## src/rtl/core/trf_pkg.sv

```systemverilog
`timescale 1ns / 1ps

package trf_pkg;

  // default sizes
  localparam int unsigned READ_CAPACITY_DEF  = 256;
  localparam int unsigned MAX_UNIT_BOUND_DEF = 10;

  // records per read
  localparam int unsigned MAX_RECORDS = 64;
  localparam int unsigned KW          = $clog2(MAX_RECORDS + 1);

  // configuration register indexes
  localparam logic [1:0] CFG_MAX_UNIT_LENGTH   = 2'd0;
  localparam logic [1:0] CFG_MIN_REPEAT_LENGTH = 2'd1;
  localparam logic [1:0] CFG_ALLOWED_GAP       = 2'd2;

  // configuration reset values
  localparam logic [3:0] MAX_UNIT_LENGTH_RST   = 4'd10;
  localparam logic [7:0] MIN_REPEAT_LENGTH_RST = 8'd4;
  localparam logic [7:0] ALLOWED_GAP_RST       = 8'd20;

  // result field widths
  localparam int unsigned POS_W  = 9;
  localparam int unsigned UNIT_W = 4;
  localparam int unsigned LEN_W  = 8;

  // sequencer states
  typedef enum logic [2:0] {
    ST_LOAD,
    ST_POS,
    ST_UNIT,
    ST_FETCH,
    ST_CHECK,
    ST_EVAL,
    ST_EMIT,
    ST_FINISH
  } state_t;

  // commands to the extension unit
  typedef struct packed {
    logic init;
    logic step;
  } ext_cmd_t;

  // status from the extension unit
  typedef struct packed {
    logic more;
    logic eq;
  } ext_flag_t;

  // one result record
  typedef struct packed {
    logic              found;
    logic [POS_W-1:0]  first_pos;
    logic [POS_W-1:0]  last_pos;
    logic [UNIT_W-1:0] unit_length;
    logic [POS_W-1:0]  unit_count;
    logic [LEN_W-1:0]  repeat_length;
    logic              final_record;
  } rec_t;

  // saturate to field maxima
  function automatic logic [POS_W-1:0] sat_pos(input logic [31:0] v);
    logic [31:0] lim;
    lim = (32'd1 << POS_W) - 32'd1;
    return (v > lim) ? lim[POS_W-1:0] : v[POS_W-1:0];
  endfunction

  function automatic logic [UNIT_W-1:0] sat_unit(input logic [31:0] v);
    logic [31:0] lim;
    lim = (32'd1 << UNIT_W) - 32'd1;
    return (v > lim) ? lim[UNIT_W-1:0] : v[UNIT_W-1:0];
  endfunction

  function automatic logic [LEN_W-1:0] sat_len(input logic [31:0] v);
    logic [31:0] lim;
    lim = (32'd1 << LEN_W) - 32'd1;
    return (v > lim) ? lim[LEN_W-1:0] : v[LEN_W-1:0];
  endfunction

endpackage

```

## src/rtl/core/trf_ram.sv

```systemverilog
`timescale 1ns / 1ps

module trf_ram #(
  parameter int unsigned WIDTH = 2,
  parameter int unsigned DEPTH = 256
) (
  input  logic                     clk,
  input  logic                     we,
  input  logic [$clog2(DEPTH)-1:0] waddr,
  input  logic [WIDTH-1:0]         wdata,
  input  logic [$clog2(DEPTH)-1:0] raddr_a,
  input  logic [$clog2(DEPTH)-1:0] raddr_b,
  output logic [WIDTH-1:0]         rdata_a,
  output logic [WIDTH-1:0]         rdata_b
);

  logic [WIDTH-1:0] mem [DEPTH];

  // one write port, two registered read ports
  always_ff @(posedge clk) begin
    if (we) begin
      mem[waddr] <= wdata;
    end
    rdata_a <= mem[raddr_a];
    rdata_b <= mem[raddr_b];
  end

endmodule

```

## src/rtl/core/trf_ext.sv

```systemverilog
`timescale 1ns / 1ps

module trf_ext #(
  parameter int unsigned READ_CAPACITY  = trf_pkg::READ_CAPACITY_DEF,
  parameter int unsigned MAX_UNIT_BOUND = trf_pkg::MAX_UNIT_BOUND_DEF
) (
  input  logic                                  clk,
  input  trf_pkg::ext_cmd_t                     cmd,
  input  logic [$clog2(READ_CAPACITY+2)-1:0]    pos,
  input  logic [$clog2(MAX_UNIT_BOUND+1)-1:0]   unit,
  input  logic [$clog2(READ_CAPACITY+2)-1:0]    n,
  input  logic [1:0]                            rd_a,
  input  logic [1:0]                            rd_b,
  output logic [$clog2(READ_CAPACITY)-1:0]      addr_a,
  output logic [$clog2(READ_CAPACITY)-1:0]      addr_b,
  output trf_pkg::ext_flag_t                    flags,
  output logic [$clog2(READ_CAPACITY+2)-1:0]    end_pos,
  output logic [$clog2(READ_CAPACITY+2)-1:0]    count,
  output logic [$clog2(READ_CAPACITY+2)-1:0]    len
);

  localparam int unsigned AW = $clog2(READ_CAPACITY);
  localparam int unsigned PW = $clog2(READ_CAPACITY + 2);
  localparam int unsigned UW = $clog2(MAX_UNIT_BOUND + 1);

  logic [PW-1:0] cur;
  logic [UW-1:0] phase;
  logic [UW-1:0] u;

  // run state: current position, phase inside the unit, whole copies, length
  always_ff @(posedge clk) begin
    if (cmd.init) begin
      cur   <= pos;
      phase <= '0;
      count <= PW'(1);
      len   <= '0;
      u     <= unit;
    end else if (cmd.step && flags.eq) begin
      cur <= PW'(32'(cur) + 32'd1);
      if (32'(phase) + 32'd1 == 32'(u)) begin
        phase <= '0;
        count <= PW'(32'(count) + 32'd1);
        len   <= PW'(32'(len) + 32'(u));
      end else begin
        phase <= UW'(32'(phase) + 32'd1);
      end
    end
  end

  // compare pair addresses and bounds
  assign addr_a     = AW'(32'(cur) - 32'd1);
  assign addr_b     = AW'(32'(cur) + 32'(u) - 32'd1);
  assign flags.more = (32'(cur) + 32'(u)) <= 32'(n);
  assign flags.eq   = (rd_a == rd_b);
  assign end_pos    = PW'(32'(cur) + 32'(u) - 32'd1);

endmodule

```

## src/rtl/core/trf_ctrl.sv

```systemverilog
`timescale 1ns / 1ps

module trf_ctrl #(
  parameter int unsigned READ_CAPACITY  = trf_pkg::READ_CAPACITY_DEF,
  parameter int unsigned MAX_UNIT_BOUND = trf_pkg::MAX_UNIT_BOUND_DEF
) (
  input  logic                                clk,
  input  logic                                rst,
  input  logic                                in_valid,
  output logic                                in_ready,
  input  logic [1:0]                          in_base,
  input  logic                                in_last,
  input  logic [$clog2(MAX_UNIT_BOUND+1)-1:0] umax,
  input  logic [7:0]                          min_rep,
  input  logic [7:0]                          gap,
  output logic                                wr_en,
  output logic [$clog2(READ_CAPACITY)-1:0]    wr_addr,
  output logic [1:0]                          wr_data,
  output trf_pkg::ext_cmd_t                   cmd,
  output logic [$clog2(READ_CAPACITY+2)-1:0]  pos,
  output logic [$clog2(MAX_UNIT_BOUND+1)-1:0] unit,
  output logic [$clog2(READ_CAPACITY+2)-1:0]  n,
  input  trf_pkg::ext_flag_t                  flags,
  input  logic [$clog2(READ_CAPACITY+2)-1:0]  ext_end,
  input  logic [$clog2(READ_CAPACITY+2)-1:0]  ext_count,
  input  logic [$clog2(READ_CAPACITY+2)-1:0]  ext_len,
  output logic                                rec_valid,
  input  logic                                rec_ready,
  output trf_pkg::rec_t                       rec
);

  localparam int unsigned AW  = $clog2(READ_CAPACITY);
  localparam int unsigned PW  = $clog2(READ_CAPACITY + 2);
  localparam int unsigned UW  = $clog2(MAX_UNIT_BOUND + 1);
  localparam int unsigned UCW = UW + 1;
  localparam int unsigned KW  = trf_pkg::KW;

  trf_pkg::state_t state, state_next;
  logic [PW-1:0]   rl, rl_next;
  logic [PW-1:0]   pos_next;
  logic [PW-1:0]   prev_end, prev_end_next;
  logic [KW-1:0]   k, k_next;
  logic [UCW-1:0]  u, u_next;
  logic            hit, hit_next;
  logic [PW-1:0]   best_len, best_len_next;
  logic [PW-1:0]   best_end, best_end_next;
  logic [UW-1:0]   best_unit, best_unit_next;
  logic [PW-1:0]   best_count, best_count_next;
  logic            pend_valid, pend_valid_next;
  trf_pkg::rec_t   pend, pend_next;
  trf_pkg::rec_t   new_rec;
  logic            in_req;
  logic            pos_ok;

  // state and control registers
  always_ff @(posedge clk) begin
    if (rst) begin
      state      <= trf_pkg::ST_LOAD;
      rl         <= '0;
      pos        <= PW'(1);
      prev_end   <= '0;
      k          <= '0;
      u          <= '0;
      hit        <= 1'b0;
      best_len   <= '0;
      best_end   <= '0;
      best_unit  <= '0;
      best_count <= '0;
      pend_valid <= 1'b0;
    end else begin
      state      <= state_next;
      rl         <= rl_next;
      pos        <= pos_next;
      prev_end   <= prev_end_next;
      k          <= k_next;
      u          <= u_next;
      hit        <= hit_next;
      best_len   <= best_len_next;
      best_end   <= best_end_next;
      best_unit  <= best_unit_next;
      best_count <= best_count_next;
      pend_valid <= pend_valid_next;
    end
  end

  // pending record payload
  always_ff @(posedge clk) begin
    pend <= pend_next;
  end

  assign in_ready = (state == trf_pkg::ST_LOAD);
  assign in_req   = in_valid && in_ready;
  assign n        = rl;
  assign unit     = UW'(u);

  // store writes while the read loads
  assign wr_en   = in_req && (32'(rl) < READ_CAPACITY);
  assign wr_addr = AW'(rl);
  assign wr_data = in_base;

  // a start position is still searched
  assign pos_ok = (32'(pos) <= 32'(rl)) &&
                  ((prev_end == '0) || (32'(pos) <= 32'(prev_end) + 32'(gap)));

  // record for the best run at this position
  always_comb begin
    new_rec               = '0;
    new_rec.found         = 1'b1;
    new_rec.first_pos     = trf_pkg::sat_pos(32'(pos));
    new_rec.last_pos      = trf_pkg::sat_pos(32'(best_end));
    new_rec.unit_length   = trf_pkg::sat_unit(32'(best_unit));
    new_rec.unit_count    = trf_pkg::sat_pos(32'(best_count));
    new_rec.repeat_length = trf_pkg::sat_len(32'(best_len));
  end

  // next state, run control and record hand-off
  always_comb begin
    state_next      = state;
    rl_next         = rl;
    pos_next        = pos;
    prev_end_next   = prev_end;
    k_next          = k;
    u_next          = u;
    hit_next        = hit;
    best_len_next   = best_len;
    best_end_next   = best_end;
    best_unit_next  = best_unit;
    best_count_next = best_count;
    pend_valid_next = pend_valid;
    pend_next       = pend;
    cmd             = '0;
    rec_valid       = 1'b0;
    rec             = pend;

    case (state)
      trf_pkg::ST_LOAD: begin
        if (in_req) begin
          if (32'(rl) < READ_CAPACITY) begin
            rl_next = PW'(32'(rl) + 32'd1);
          end
          if (in_last) begin
            pos_next        = PW'(1);
            prev_end_next   = '0;
            k_next          = '0;
            pend_valid_next = 1'b0;
            state_next      = trf_pkg::ST_POS;
          end
        end
      end

      trf_pkg::ST_POS: begin
        if (pos_ok) begin
          hit_next        = 1'b0;
          best_len_next   = '0;
          best_end_next   = '0;
          best_unit_next  = '0;
          best_count_next = '0;
          u_next          = UCW'(1);
          state_next      = trf_pkg::ST_UNIT;
        end else begin
          state_next = trf_pkg::ST_FINISH;
        end
      end

      trf_pkg::ST_UNIT: begin
        if (32'(u) > 32'(umax)) begin
          if (hit) begin
            state_next = trf_pkg::ST_EMIT;
          end else begin
            pos_next   = PW'(32'(pos) + 32'd1);
            state_next = trf_pkg::ST_POS;
          end
        end else begin
          cmd.init   = 1'b1;
          state_next = trf_pkg::ST_FETCH;
        end
      end

      // store reads are issued here and come back in the check state
      trf_pkg::ST_FETCH: begin
        if (flags.more) begin
          state_next = trf_pkg::ST_CHECK;
        end else begin
          state_next = trf_pkg::ST_EVAL;
        end
      end

      trf_pkg::ST_CHECK: begin
        cmd.step = 1'b1;
        if (flags.eq) begin
          state_next = trf_pkg::ST_FETCH;
        end else begin
          state_next = trf_pkg::ST_EVAL;
        end
      end

      // keep the longest run, shortest unit on a tie
      trf_pkg::ST_EVAL: begin
        if ((32'(ext_len) >= 32'(min_rep)) && (ext_len > best_len)) begin
          hit_next        = 1'b1;
          best_len_next   = ext_len;
          best_end_next   = ext_end;
          best_unit_next  = UW'(u);
          best_count_next = ext_count;
        end
        u_next     = UCW'(32'(u) + 32'd1);
        state_next = trf_pkg::ST_UNIT;
      end

      // hold the new record; the one before it goes out as not final
      trf_pkg::ST_EMIT: begin
        rec_valid = pend_valid;
        if (!pend_valid || rec_ready) begin
          pend_valid_next = 1'b1;
          pend_next       = new_rec;
          k_next          = KW'(32'(k) + 32'd1);
          prev_end_next   = best_end;
          pos_next        = PW'(32'(best_end) + 32'd1);
          if (32'(k) + 32'd1 >= trf_pkg::MAX_RECORDS) begin
            state_next = trf_pkg::ST_FINISH;
          end else begin
            state_next = trf_pkg::ST_POS;
          end
        end
      end

      // last record of the read, or the none-found record
      trf_pkg::ST_FINISH: begin
        rec_valid = 1'b1;
        if (pend_valid) begin
          rec              = pend;
          rec.final_record = 1'b1;
        end else begin
          rec              = '0;
          rec.final_record = 1'b1;
        end
        if (rec_ready) begin
          rl_next         = '0;
          pos_next        = PW'(1);
          prev_end_next   = '0;
          k_next          = '0;
          pend_valid_next = 1'b0;
          hit_next        = 1'b0;
          best_len_next   = '0;
          best_end_next   = '0;
          best_unit_next  = '0;
          best_count_next = '0;
          state_next      = trf_pkg::ST_LOAD;
        end
      end

      default: begin
        state_next = trf_pkg::ST_LOAD;
      end
    endcase
  end

endmodule

```

## src/rtl/core/tandem_repeat_finder_core.sv

```systemverilog
`timescale 1ns / 1ps

// Tandem repeat finder.
// Input stream: one base per request, code in s_tdata[1:0], s_tlast on the
// final base of a read. Bases load at one per cycle; bases beyond
// READ_CAPACITY are dropped. After the final base, s_tready stays low while
// the read is searched, and rises again once the last record is in the
// output register.
// Output stream: one request per repeat found, in position order, m_tlast on
// the last record of the read; a read with no repeat gives one record with
// m_tuser low and all other fields zero. At most 64 records per read.
// Search: every start position is tried with each unit length u up to
// max_unit_length; each base pair compare takes a store read state and a
// check state on the shared extension unit. Each record found passes a
// hand-off state, and the last record of the read a finish state.
// Receiver stall: one record waits in the output register and one more is
// held inside; the search pauses while both are full.
// Reset (rst, synchronous): configuration returns to max_unit_length 10,
// min_repeat_length 4, allowed_gap 20; the block waits for a new read.

module tandem_repeat_finder_core #(
  parameter int unsigned READ_CAPACITY  = trf_pkg::READ_CAPACITY_DEF,
  parameter int unsigned MAX_UNIT_BOUND = trf_pkg::MAX_UNIT_BOUND_DEF
) (
  input  logic        clk,
  input  logic        rst,
  input  logic        s_tvalid,
  output logic        s_tready,
  input  logic [7:0]  s_tdata,   // [1:0] base, [7:2] zero
  input  logic        s_tlast,   // read_end
  output logic        m_tvalid,
  input  logic        m_tready,
  output logic [39:0] m_tdata,   // first_pos, last_pos, unit_length, unit_count,
                                 // repeat_length, zero pad
  output logic [0:0]  m_tuser,   // found
  output logic        m_tlast,   // final_record
  input  logic        cfg_we,
  input  logic [1:0]  cfg_index,
  input  logic [7:0]  cfg_data
);

  localparam int unsigned AW = $clog2(READ_CAPACITY);
  localparam int unsigned PW = $clog2(READ_CAPACITY + 2);
  localparam int unsigned UW = $clog2(MAX_UNIT_BOUND + 1);

  logic [3:0]         max_unit_length;
  logic [7:0]         min_repeat_length;
  logic [7:0]         allowed_gap;
  logic [UW-1:0]      umax;

  logic               wr_en;
  logic [AW-1:0]      wr_addr;
  logic [1:0]         wr_data;
  logic [AW-1:0]      addr_a;
  logic [AW-1:0]      addr_b;
  logic [1:0]         rd_a;
  logic [1:0]         rd_b;

  trf_pkg::ext_cmd_t  cmd;
  trf_pkg::ext_flag_t flags;
  logic [PW-1:0]      pos;
  logic [UW-1:0]      unit;
  logic [PW-1:0]      n;
  logic [PW-1:0]      ext_end;
  logic [PW-1:0]      ext_count;
  logic [PW-1:0]      ext_len;

  logic               rec_valid;
  logic               rec_ready;
  trf_pkg::rec_t      rec;
  trf_pkg::rec_t      out_rec;

  // configuration registers
  always_ff @(posedge clk) begin
    if (rst) begin
      max_unit_length   <= trf_pkg::MAX_UNIT_LENGTH_RST;
      min_repeat_length <= trf_pkg::MIN_REPEAT_LENGTH_RST;
      allowed_gap       <= trf_pkg::ALLOWED_GAP_RST;
    end else if (cfg_we) begin
      case (cfg_index)
        trf_pkg::CFG_MAX_UNIT_LENGTH:   max_unit_length   <= cfg_data[3:0];
        trf_pkg::CFG_MIN_REPEAT_LENGTH: min_repeat_length <= cfg_data;
        trf_pkg::CFG_ALLOWED_GAP:       allowed_gap       <= cfg_data;
        default: begin
        end
      endcase
    end
  end

  // clamp the unit limit to what the unit counter supports
  always_comb begin
    if (32'(max_unit_length) > MAX_UNIT_BOUND) begin
      umax = UW'(MAX_UNIT_BOUND);
    end else begin
      umax = UW'(max_unit_length);
    end
  end

  // base store
  trf_ram #(
    .WIDTH (2),
    .DEPTH (READ_CAPACITY)
  ) u_store (
    .clk     (clk),
    .we      (wr_en),
    .waddr   (wr_addr),
    .wdata   (wr_data),
    .raddr_a (addr_a),
    .raddr_b (addr_b),
    .rdata_a (rd_a),
    .rdata_b (rd_b)
  );

  // shared run extension unit
  trf_ext #(
    .READ_CAPACITY  (READ_CAPACITY),
    .MAX_UNIT_BOUND (MAX_UNIT_BOUND)
  ) u_ext (
    .clk     (clk),
    .cmd     (cmd),
    .pos     (pos),
    .unit    (unit),
    .n       (n),
    .rd_a    (rd_a),
    .rd_b    (rd_b),
    .addr_a  (addr_a),
    .addr_b  (addr_b),
    .flags   (flags),
    .end_pos (ext_end),
    .count   (ext_count),
    .len     (ext_len)
  );

  // sequencer
  trf_ctrl #(
    .READ_CAPACITY  (READ_CAPACITY),
    .MAX_UNIT_BOUND (MAX_UNIT_BOUND)
  ) u_ctrl (
    .clk       (clk),
    .rst       (rst),
    .in_valid  (s_tvalid),
    .in_ready  (s_tready),
    .in_base   (s_tdata[1:0]),
    .in_last   (s_tlast),
    .umax      (umax),
    .min_rep   (min_repeat_length),
    .gap       (allowed_gap),
    .wr_en     (wr_en),
    .wr_addr   (wr_addr),
    .wr_data   (wr_data),
    .cmd       (cmd),
    .pos       (pos),
    .unit      (unit),
    .n         (n),
    .flags     (flags),
    .ext_end   (ext_end),
    .ext_count (ext_count),
    .ext_len   (ext_len),
    .rec_valid (rec_valid),
    .rec_ready (rec_ready),
    .rec       (rec)
  );

  // output register
  assign rec_ready = !m_tvalid || m_tready;

  always_ff @(posedge clk) begin
    if (rst) begin
      m_tvalid <= 1'b0;
    end else if (rec_ready) begin
      m_tvalid <= rec_valid;
    end
  end

  always_ff @(posedge clk) begin
    if (rec_ready && rec_valid) begin
      out_rec <= rec;
    end
  end

  assign m_tdata = {1'b0, out_rec.repeat_length, out_rec.unit_count,
                    out_rec.unit_length, out_rec.last_pos, out_rec.first_pos};
  assign m_tuser = out_rec.found;
  assign m_tlast = out_rec.final_record;

endmodule
```

## config.mk

```make
export PLATFORM = sky130hd
export DESIGN_NAME = tandem_repeat_finder_core
export DESIGN_NICKNAME = d
export VERILOG_FILES = /design/src/rtl/core/trf_pkg.sv /design/src/rtl/core/trf_ram.sv /design/src/rtl/core/trf_ext.sv /design/src/rtl/core/trf_ctrl.sv /design/src/rtl/core/tandem_repeat_finder_core.sv
export SDC_FILE = /design/constraint.sdc
export NUM_CORES = 1
export LEC_CHECK = 0
export BUFFER_PORTS_ARGS = -buffer_cell sky130_fd_sc_hd__buf_4
export CORE_ASPECT_RATIO = 1.2
export CORE_UTILIZATION = 35
export CTS_BUF_LIST = sky130_fd_sc_hd__clkbuf_16
export DETAILED_ROUTE_END_ITERATION = 6
export GPL_ROUTABILITY_DRIVEN = 0
export SYNTH_ARGS = -nofsm -noshare
export SYNTH_HDL_FRONTEND = slang
export SYNTH_SLANG_ARGS = --single-unit
```

## constraint.sdc

```tcl
create_clock -name clk -period 5.4 [get_ports clk]
set_clock_uncertainty 0.2 [all_clocks]
set_input_delay 0.81 -clock clk [delete_from_list [all_inputs] [get_ports clk]]
set_output_delay 0.81 -clock clk [all_outputs]
set_load 0.01 [all_outputs]
```

* Yosys cells after proc, flatten, opt, wreduce, memory -nomap -nowiden
Memory sizes are Yosys's and may differ from the RTL's. A register that Yosys moved wholly into a read port is not among the register bits.
Index checks and enable logic that the tools add are counted.
W data, S select, Z words.
** Word-level totals
- Logic and storage cells :: 172
- RAM bits :: 512
- Memories :: 1
- Latch bits :: 0
- Input bits :: 24
- Memory bits (read-only) :: 0
- Output and inout port bits :: 44
- Flip-flop bits (word level) :: 211
** Memories
- u_store.mem :: depth 256, width 2, read ports 2, clocked after Yosys merged registers in 2, write ports 1, line trf_ram.sv:17 : logic [WIDTH-1:0] mem [DEPTH];
** Cells by class
- Muxes and demuxes :: 64
- Divide/modulo/power cells :: 0
- Shifts and indexed selects :: 0
- $mul :: 0
- Add/subtract/negate cells :: 13
- $lt $le $gt $ge :: 10
- Reduce and logical (&&, ||, !) cells :: 31
- Bitwise logic cells :: 0
- Equal/unequal tests :: 20
** Operators with widths (number)
- $mux W9 :: 18
- $pmux W9 S3 :: 4
- $add A9 B1 Y9 const B :: 5
- $mux W41 :: 1
- $mux W40 :: 1
- $pmux W9 S4 :: 1
- $eq A32 B4 Y1 :: 1
- $ge A32 B7 Y1 const B :: 1
- $le A9 B32 Y1 :: 1
- $mux W7 :: 4
- $mux W3 :: 9
- $pmux W3 S8 :: 1
- $pmux W7 S3 :: 1
- $mux W4 :: 5
- $pmux W9 S2 :: 1
- $eq A3 B3 Y1 const B :: 4
- $mux W1 :: 12
- $pmux W4 S3 :: 1
- $reduce_and A2 Y1 :: 6
- $reduce_and A4 Y1 :: 3
- $add A9 B4 Y10 :: 1
- $add A9 B8 Y10 :: 1
- $le A10 B9 Y1 :: 1
- $ne A2 B2 Y1 const B :: 5
- 34 further kinds :: 50

* Depth between registers and ports, before layout
Gate-level depths: netlist (run 1).
- Depth in word-level cells :: 6
- Depth in mapped cells :: 22

* Hierarchy
Synthesis (run 1) repeated with hierarchy kept, for this count alone.
** Unflattened totals
- Cells, all modules :: 2717
- Area total of the unflattened synthesis :: 36698.9 sq um
** Modules (own cells, without submodules)
- trf_ram :: cells each 1655, seq. area each 15454.8 sq um, instances 1, area an instance 25742.2 sq um
- trf_ctrl :: cells each 643, seq. area each 2672.6 sq um, instances 1, area an instance 6276.0 sq um
- trf_ext :: cells each 286, seq. area each 830.8 sq um, instances 1, area an instance 2529.9 sq um
- tandem_repeat_finder_core :: cells each 133, seq. area each 1651.6 sq um, instances 1, area an instance 2150.8 sq um

* Worst setup path after synthesis (run 1)
OpenSTA, ideal clock, no wires.
- Path kind :: reg2reg
- Start :: reg u_ext.cur[0]
- End :: reg u_store.rdata_a[0] (read register of u_store.mem)
- Library setup time :: 134 ps
- Slack :: 1442 ps
- Cell stages (with the launch flop) :: 12
- Arrival time :: 3624 ps
- Data required time :: 5066 ps
- Buffers on the path :: 5
- Period minus slack after synthesis :: 3958 ps
- Cell sequence :: edfxtp_1 > buf_2 > buf_6 > buf_2 > inv_1 > ha_1 > clkbuf_1 > clkbuf_1 > mux4_2 > mux4_2 > mux4_2 > mux4_2
** Between the ends
- Word-level cells in the longest chain between the ends :: 1
** RTL lines
- start, declared :: line trf_ext.sv:26 : logic [PW-1:0] cur;
- start signal, assigned :: line trf_ext.sv:33 : cur <= pos;
- start signal, assigned :: line trf_ext.sv:39 : cur <= PW'(32'(cur) + 32'd1);
- $sub A8 B1 Y8 :: line trf_ext.sv:51 : assign addr_a = AW'(32'(cur) - 32'd1);
- end, declared :: line trf_ram.sv:13 : output logic [WIDTH-1:0] rdata_a,
No other way between the ends.
A chain may end at the register's enable or synchronous reset.

* Final worst setup path (run 1)
- Start :: reg u_ext.cur[0]
- End :: reg u_store.rdata_b[1] (read register of u_store.mem)
** Between the ends
- Word-level cells in the longest chain between the ends :: 2
** RTL lines
- $add A9 B4 Y10 :: line trf_ext.sv:52 : assign addr_b = AW'(32'(cur) + 32'(u) - 32'd1);
- $sub A9 B1 Y9 :: line trf_ext.sv:52
- end, declared :: line trf_ram.sv:14 : output logic [WIDTH-1:0] rdata_b
No other way between the ends.

==> results of run 1 <==
## critical path, cell delays in order (launching register included)
cell and delay [ns]:
edfxtp_1 0.58, ha_4 0.26, fa_1 0.53, inv_1 0.10
ha_4 0.63, buf_12 0.32, mux4_2 0.35, mux2i_1 0.26
mux2i_1 0.16, mux4_2 0.53, mux2i_1 0.18, mux2i_1 0.09
## per-stage QoR
stage               utilization [%]  setup slack, ns
floorplan                         -            1.442
global placement              37.31            1.032
detailed placement            37.31            1.082
CTS                           39.98            1.042
global route                  39.98           0.7499
finish                        39.98           0.9986
## cells in the mapped netlist, types with 9 or more instances
| master | count |
|---|---|
| mux2_2 | 9 |
| and3_1 | 11 |
| o21ai_0 | 45 |
| a21o_1 | 12 |
| clkbuf_1 | 121 |
| mux4_2 | 304 |
| xor2_1 | 15 |
| xnor2_1 | 42 |
| edfxtp_1 | 605 |
| a21oi_1 | 74 |
| dfxtp_1 | 122 |
| nand4_1 | 17 |
| inv_1 | 58 |
| nor2_1 | 386 |
| buf_2 | 30 |
| nand3_1 | 71 |
| nor2b_1 | 14 |
| and2_1 | 46 |
| nand2b_1 | 13 |
| nor3_1 | 18 |
| ha_1 | 77 |
| mux2i_1 | 146 |
| nand2_1 | 114 |
| o221ai_1 | 10 |
## cell type report
cell class	instances	share of cell area [%]
Inverter	62	0.5733
Multi-Input combinational cell	1511	35.63
Timing Repair Buffer	98	2.139
Clock buffer	81	4.993
Sequential cell	727	50.77
Clock inverter	68	1.686
Tap cell	1365	4.207
## power by group through the flow
stage          clock, W  sequential, W  combinational [W]
3_5_place_dp          0        0.00649            0.00900
3_3_place_gp          0        0.00648            0.00892
6_report        0.00559        0.00638            0.00894
5_1_grt         0.00592        0.00639            0.00942
4_1_cts         0.00570        0.00637            0.00903
2_1_floorplan         0        0.00640            0.00627
## sequential cells by signal (all words and copies together) (netlist names), 5 cells and up
name	count
min_repeat_length	8
u_ctrl.n	9
u_store.mem	512
u_ctrl.best_len	9
u_ctrl.pos	9
u_ext.len	9
u_ctrl.prev_end	9
u_ctrl.best_end	9
u_ctrl.pend	39
allowed_gap	8
m_tdata	39
u_ctrl.best_count	9
u_ext.cur	9
u_ext.count	9
u_ctrl.u	5
u_ctrl.k	7
## layer usage
layer / up-vias / GRT usage, % / share of wire, %
met4: 0 / 6.896 / 4.0
met5: - / 0 / 0
met3: 197 / 2.785 / 5.5
met1: 11180 / 21.40 / 38
met2: 803 / 31.99 / 52
li1: 9546 / - / -
## worst paths after layout
check / startpoint / end / slack, ns / cells past startpoint
min: cfg_data[1] / max_unit_length[1] / 0.21 / 2
max: u_ext.cur[0] / u_store.rdata_b[1] / 1.0 / 11
max reg2reg: u_ext.cur[0] / u_store.rdata_b[1] / 1.0 / 11
min reg2reg: u_ctrl.best_unit[1] / u_ctrl.pend[19] / 0.23 / 0
## cell usage in the layout (no fill, tap or decap), types with 7 or more instances in the layout
cell type | Yosys | routed
edfxtp_1 | 605 | 605
nor2_1 | 386 | 385
mux4_2 | 304 | 304
mux2i_1 | 146 | 146
dfxtp_1 | 122 | 122
nand2_1 | 114 | 114
buf_4 | 1 | 86
clkbuf_16 | 0 | 81
a21oi_1 | 74 | 74
ha_1 | 77 | 74
inv_1 | 58 | 66
nand3_1 | 71 | 63
and2_1 | 46 | 46
o21ai_0 | 45 | 44
xnor2_1 | 42 | 37
clkinv_1 | 4 | 19
nor3_1 | 18 | 18
nand4_1 | 17 | 17
xor2_1 | 15 | 15
clkinv_2 | 0 | 15
nor2b_1 | 14 | 14
nand2b_1 | 13 | 13
a21o_1 | 12 | 12
and3_1 | 11 | 11
o221ai_1 | 10 | 10
bufinv_16 | 0 | 10
buf_12 | 0 | 10
mux2_2 | 9 | 9
or3_1 | 8 | 8
o21a_1 | 8 | 8
nand3_2 | 0 | 8
a211o_1 | 7 | 7
clkinvlp_4 | 0 | 7
## logic make-up after synthesis
| logic type | Yosys count |
|---|---|
| buffers and inverters | 223 |
| and+or+nand+nor | 720 |
| adders and majority gates | 80 |
| xor gates and xnor gates | 59 |
| other | 1 |
| AOI/OAI and AO/OA | 192 |
| DFF | 727 |
| muxes | 459 |
==> flow_summary_export.csv, run 1 <==
group,metric,value,unit
job,max-cap-violations,0,
synthesis,synth_edf_count,605,
critical_path,crit_required,5.68,ns
grt,antenna_found_initial,0,
final_layout,regArea,20610,µm²
clock_network,clk_latency,0.64,ns
timing,max_freq,227.2,MHz
power_and_ir_drop,pwr-share-comb,42.8,%
floorplan,die_w,294.1,µm
synthesis,synth_top_area_share,50.71,%
routing,drc_errors,0,
power_and_ir_drop,internal_power,0.01356,W
timing,rsz0062_at_grt,"false",
synthesis,ys_top_cells_by_area,"edfxtp_1 51%, mux4_2 19%, dfxtp_1 6.8%",
synthesis,synth-main-ff-cell,"edfxtp_1",
timing,hold_viol,0,
placed_design,port_buffers,60,
power_and_ir_drop,irDropWorstVdd,544.1,µV
floorplan,initial_utilization,35.28,%
synthesis,synthAdderAreaFrac,2.857,%
final_layout,multi_input_area,14460,µm²
floorplan,core_region_area,101500,µm²
grt,grt_max_degree,145,
synthesis,yosysWarnings,0,
synthesis,synth-seq-cells,727,
clock_network,cts_sinks,727,
power_and_ir_drop,power_frac_seq,30.5,%
status,status,"finished, final reports clean",
floorplan,top_level_ports,68,
timing,finalCritPeriodShare,81.51,%
grt,grt_pass1_wl,139600,µm
synthesis,netlist_area,35820,µm²
synthesis,synth-simple-area-share,8.826,%
clock_network,cts_tree,"built",
routing,first_iter_violations,2066,
routing,wl_per_cell,23.69,µm
clock_network,path_clk_slew,0.06,ns
final_layout,design_area,40590,µm²
routing,routed_wirelength,92690,µm
routing,routed_via_density,5.553,
timing,tns,0,ns
power_and_ir_drop,leakage,13.40,nW
synthesis,synth_mux_area_share,23.47,%
timing,max-slew-margin-rel,24.39,%
power_and_ir_drop,p_sw,0.007354,W
synthesis,synthXorXnorAreaFrac,1.516,%
timing,slew_violations,0,
routing,dr.pass1.iters,7,
placed_design,detailed_place.area,37880,µm²
synthesis,synthArstFlopShare,0,%
clock_network,cts.path.max_buffers,3,
synthesis,syn_inst,2461,
clock_network,root_buffer,"clkbuf_16",
synthesis,synth-compound-area-share,3.311,%
routing,ant_nets,0,
timing,fin_crit,4.401,ns
floorplan,die_h,352.5,µm
timing,setup_viol,0,
clock_network,cts_setup_buffers,0,
clock_network,cts.repair.resized,0,
critical_path,crit_type,"flop to flop",
grt,track_usage,17.88,%
final_layout,nets,2585,
power_and_ir_drop,swShare,35.17,%
power_and_ir_drop,pwr-share-clk,26.7,%
timing,fin_hold_ws,0.2147,ns
final_layout,fillers,9388,
final_layout,drive_gt1_share,22.03,%
grt,grt_pass1_vias,22770,
critical_path,cp.arrival,4.68,ns
critical_path,path_max_fanout,39,
worst_hold_path,min_path_type,"primary input to flop",
clock_network,cts_htree_levels,3,
timing,worst_pin_slew,1.132,ns
power_and_ir_drop,total_power,0.02091,W
placed_design,dpl.hpwl,59520,µm
placed_design,dpl.cell_count,3763,
power_and_ir_drop,power_density,515.1,nW/µm²
final_layout,synthToLayoutAreaGrowth,13.32,%
synthesis,synth_cell_type_count,63,
clock_network,hold_buffers,0,
synthesis,syn_nets,2565,
grt,grt_overflow,0,
synthesis,synth_top_cell_by_area,"edfxtp_1",
final_layout,fin_cells,3912,
critical_path,start_kind,"flop",
floorplan,fp-row-count,128,
synthesis,syn_area_per_cell,14.56,µm²
synthesis,yosysSeqAreaShare,57.53,%
floorplan,die_area,103600,µm²
routing,num_vias,21720,
critical_path,end_kind,"flop",
synthesis,synth_top_family_by_area,"multiplexers",
clock_network,cts_buffers,81,
final_layout,n_antenna_cell,0,
(Power assumes the default switching activity.)
==> run 2: changes to the inputs <==
- ABC_AREA: unset -> 1
- clock period: 5.4 -> 4.55 ns (I/O delays scaled with it)
==> run 2 against run 1 <==
Effect of this change:
- maximum frequency increased by 11%
- synthesized area rose by 7.0%
- total power is 32% higher
- sequential power is 19% higher
- largest cell class unchanged
- die area rose by 7.0%
- flip-flop and latch count is the same
==> flow_summary_export.csv, run 2 <==
group,metric,value,unit
synthesis,yosysWarnings,0,
placed_design,dpl.hpwl,67920,µm
synthesis,synth_top_cell_by_area,"edfxtp_1",
power_and_ir_drop,leakage,16.28,nW
timing,fin_crit,3.966,ns
clock_network,clk_latency,0.66,ns
routing,wl_per_cell,19.27,µm
synthesis,yosysSeqAreaShare,53.74,%
synthesis,synth-main-ff-cell,"edfxtp_1",
synthesis,yosysMostFrequentCell,"nand2_1",
clock_network,cts_setup_buffers,0,
critical_path,path_max_fanout,51,
floorplan,die_w,304.2,µm
synthesis,synth_edf_count,605,
timing,slew_violations,0,
critical_path,crit_path_max_incr_delay,0.59,ns
final_layout,largest-register,"u_store.mem",
synthesis,synth_mux_area_share,0,%
synthesis,synth_cell_type_count,47,
final_layout,synthToLayoutAreaGrowth,10.92,%
clock_network,cts_htree_levels,3,
routing,num_vias,31380,
floorplan,die_area,110900,µm²
grt,track_usage,20.03,%
critical_path,path_depth,15,
routing,ant_nets,0,
timing,fin_ws,0.5843,ns
synthesis,synthXorXnorAreaFrac,1.113,%
critical_path,cp_cell_sequence,"ha_4 -> fa_1 -> inv_1 -> ha_4 -> buf_4 -> o21ai_0 -> o21ai_0 -> nand2_1 -> nand2_1 -> nand2_1 -> nand3_1 -> nand3_1 -> nand3_1 -> nand3_1 -> nand2_1",
floorplan,fp-row-count,132,
clock_network,root_buffer,"clkbuf_16",
clock_network,hold_buffers,0,
grt,grt_max_degree,235,
floorplan,top_level_ports,68,
power_and_ir_drop,irDropWorstVdd,605.2,µV
routing,dr.pass1.iters,6,
critical_path,crit_type,"flop to flop",
timing,max-slew-margin-rel,26.46,%
floorplan,initial_utilization,35.39,%
synthesis,synth-compound-area-share,14.24,%
timing,worst_pin_slew,1.103,ns
critical_path,startpoint,"u_ext.u[0]",
clock_network,cts.repair.resized,0,
worst_hold_path,hp-start,"cfg_data[4]",
synthesis,syn_nets,4591,
grt,antenna_found_initial,0,
final_layout,mostFrequentLayoutCells,"961 x nand2_1, 605 x edfxtp_1, 525 x nor2_1",
synthesis,netlist_area,38350,µm²
clock_network,path_clk_slew,0.06,ns
routing,drc_errors,0,
synthesis,synthArstFlopShare,0,%
final_layout,nets,4513,
timing,hold_viol,0,
critical_path,end_kind,"flop",
floorplan,core_region_area,108300,µm²
clock_network,cts_sinks,727,
synthesis,syn_inst,4487,
synthesis,synth-seq-cells,727,
final_layout,n_antenna_cell,0,
final_layout,largest_register_ffs,512,
clock_network,cts.path.max_buffers,3,
critical_path,cp_slowest_cell,"fa_1",
worst_hold_path,min_path_cells,3,
timing,finalCritPeriodShare,87.16,%
critical_path,cp_num_buf_inv,2,
synthesis,synthAdderAreaFrac,2.669,%
timing,rsz0062_at_grt,"false",
critical_path,r2r_cells,15,
critical_path,rr_startpoint,"u_ext.u[0]",
synthesis,synth_top_area_share,47.38,%
clock_network,cts_buffers,78,
critical_path,cp.arrival,4.38,ns
grt,grt_overflow,0,
placed_design,post-place-ws,0.6645,ns
synthesis,synth_common_cells,"966 x nand2_1, 605 x edfxtp_1, 527 x nor2_1",
timing,setup_viol,0,
routing,routed_via_density,5.339,
timing,max_freq,252.2,MHz
critical_path,critPathTopFamily,"adder cells",
grt,grt_pass1_vias,30370,
synthesis,synth-simple-area-share,20.39,%
final_layout,final_common_cell,"nand2_1",
status,status,"finished, final reports clean",
placed_design,port_buffers,60,
worst_hold_path,min_path_type,"primary input to flop",
power_and_ir_drop,power_density,650.8,nW/µm²
routing,routed_wirelength,113200,µm
final_layout,fillers,10850,
synthesis,ys_top_cells_by_area,"edfxtp_1 47%, nand2_1 9.5%, dfxtp_1 6.4%",
critical_path,crit_required,4.97,ns
job,max-cap-violations,0,
final_layout,drive_gt1_share,6.152,%
synthesis,synth_top_family_by_area,"simple AND/OR/NAND/NOR gates",
timing,fin_hold_ws,0.05923,ns
grt,grt_pass1_wl,172200,µm
routing,first_iter_violations,2809,
critical_path,start_kind,"flop",
floorplan,die_h,364.6,µm
timing,tns,0,ns
clock_network,cts_tree,"built",
synthesis,syn_area_per_cell,8.546,µm²
[run 2: cell types whose count changed in the layout (fill, tap and decap cells not counted), sizes merged, moves of 215 or more]
cell and change:
a21oi +268, inv +410, mux4 -304, nand2 +858
nand3 +280, o211ai +215, o21ai +344
[run 2: cells by family after synthesis]
logic type,count (synthesis)
AO/OA/AOI/OAI,969
XOR/XNOR,47
adder cells (fa/ha/maj),80
buffers and inverters,746
flip-flops,727
other,1
AND/OR/NAND/NOR,1917
[run 2: routing by layer]
| metal | part of all wire (%) | global-route usage [%] | wire length [µm] |
|---|---|---|---|
| met1 | 41 | 24.80 | 46600 |
| met2 | 48 | 34.58 | 54190 |
| met3 | 6.9 | 2.807 | 7839 |
| met4 | 4.1 | 9.157 | 4611 |
| met5 | 0 | 0 | 0 |
[run 2: final timing paths]
path | end | slack (ns)
worst min-delay path | allowed_gap[4] | 0.06
worst max register to register | u_store.rdata_b[0] | 0.58
worst max-delay path | u_store.rdata_b[0] | 0.58
worst min register to register | u_ctrl.pend[15] | 0.23
[run 2: metrics by stage]
| stage | total power, W | util [%] | instance area [µm²] | std cells |
|---|---|---|---|---|
| after floorplan | 0.01707 | - | 38350 | 4487 |
| after global placement | 0.02128 | 36.97 | 40060 | 5736 |
| after detailed placement | 0.02135 | 36.97 | 40060 | 5736 |
| after CTS | 0.02762 | 39.26 | 42540 | 5877 |
| after global routing | 0.02948 | 39.26 | 42540 | 5877 |
| final | 0.02768 | 39.26 | 42540 | 5877 |
[run 2: worst reg2reg max path, cell delays in order, from the launching register on]
cell and delay (ns):
edfxtp_1 0.52, ha_4 0.24, fa_1 0.59, inv_1 0.13
ha_4 0.39, buf_4 0.55, o21ai_0 0.21, o21ai_0 0.22
nand2_1 0.07, nand2_1 0.11, nand2_1 0.06, nand3_1 0.10
nand3_1 0.15, nand3_1 0.21, nand3_1 0.10, nand2_1 0.08
[run 2: area by class of cell]
class                           count  area [µm²]  area share (%)
Sequential cell                   727       20610           48.45
Inverter                          466        1749           4.112
Clock buffer                       79        1977           4.648
Tap cell                         1407        1760           4.139
Multi-Input combinational cell   3014       14830           34.86
Timing Repair Buffer              122        1111           2.612
Clock inverter                     62       500.5           1.177
[run 2: report_power, final]
group | switching, W | leakage [nW] | internal (W)
logic | 0.00968 | 8.58 | 0.00416
clock network | 0.00274 | 1.26 | 0.00352
registers | 0.000188 | 6.44 | 0.00739
total | 0.0126 | 16.3 | 0.0151
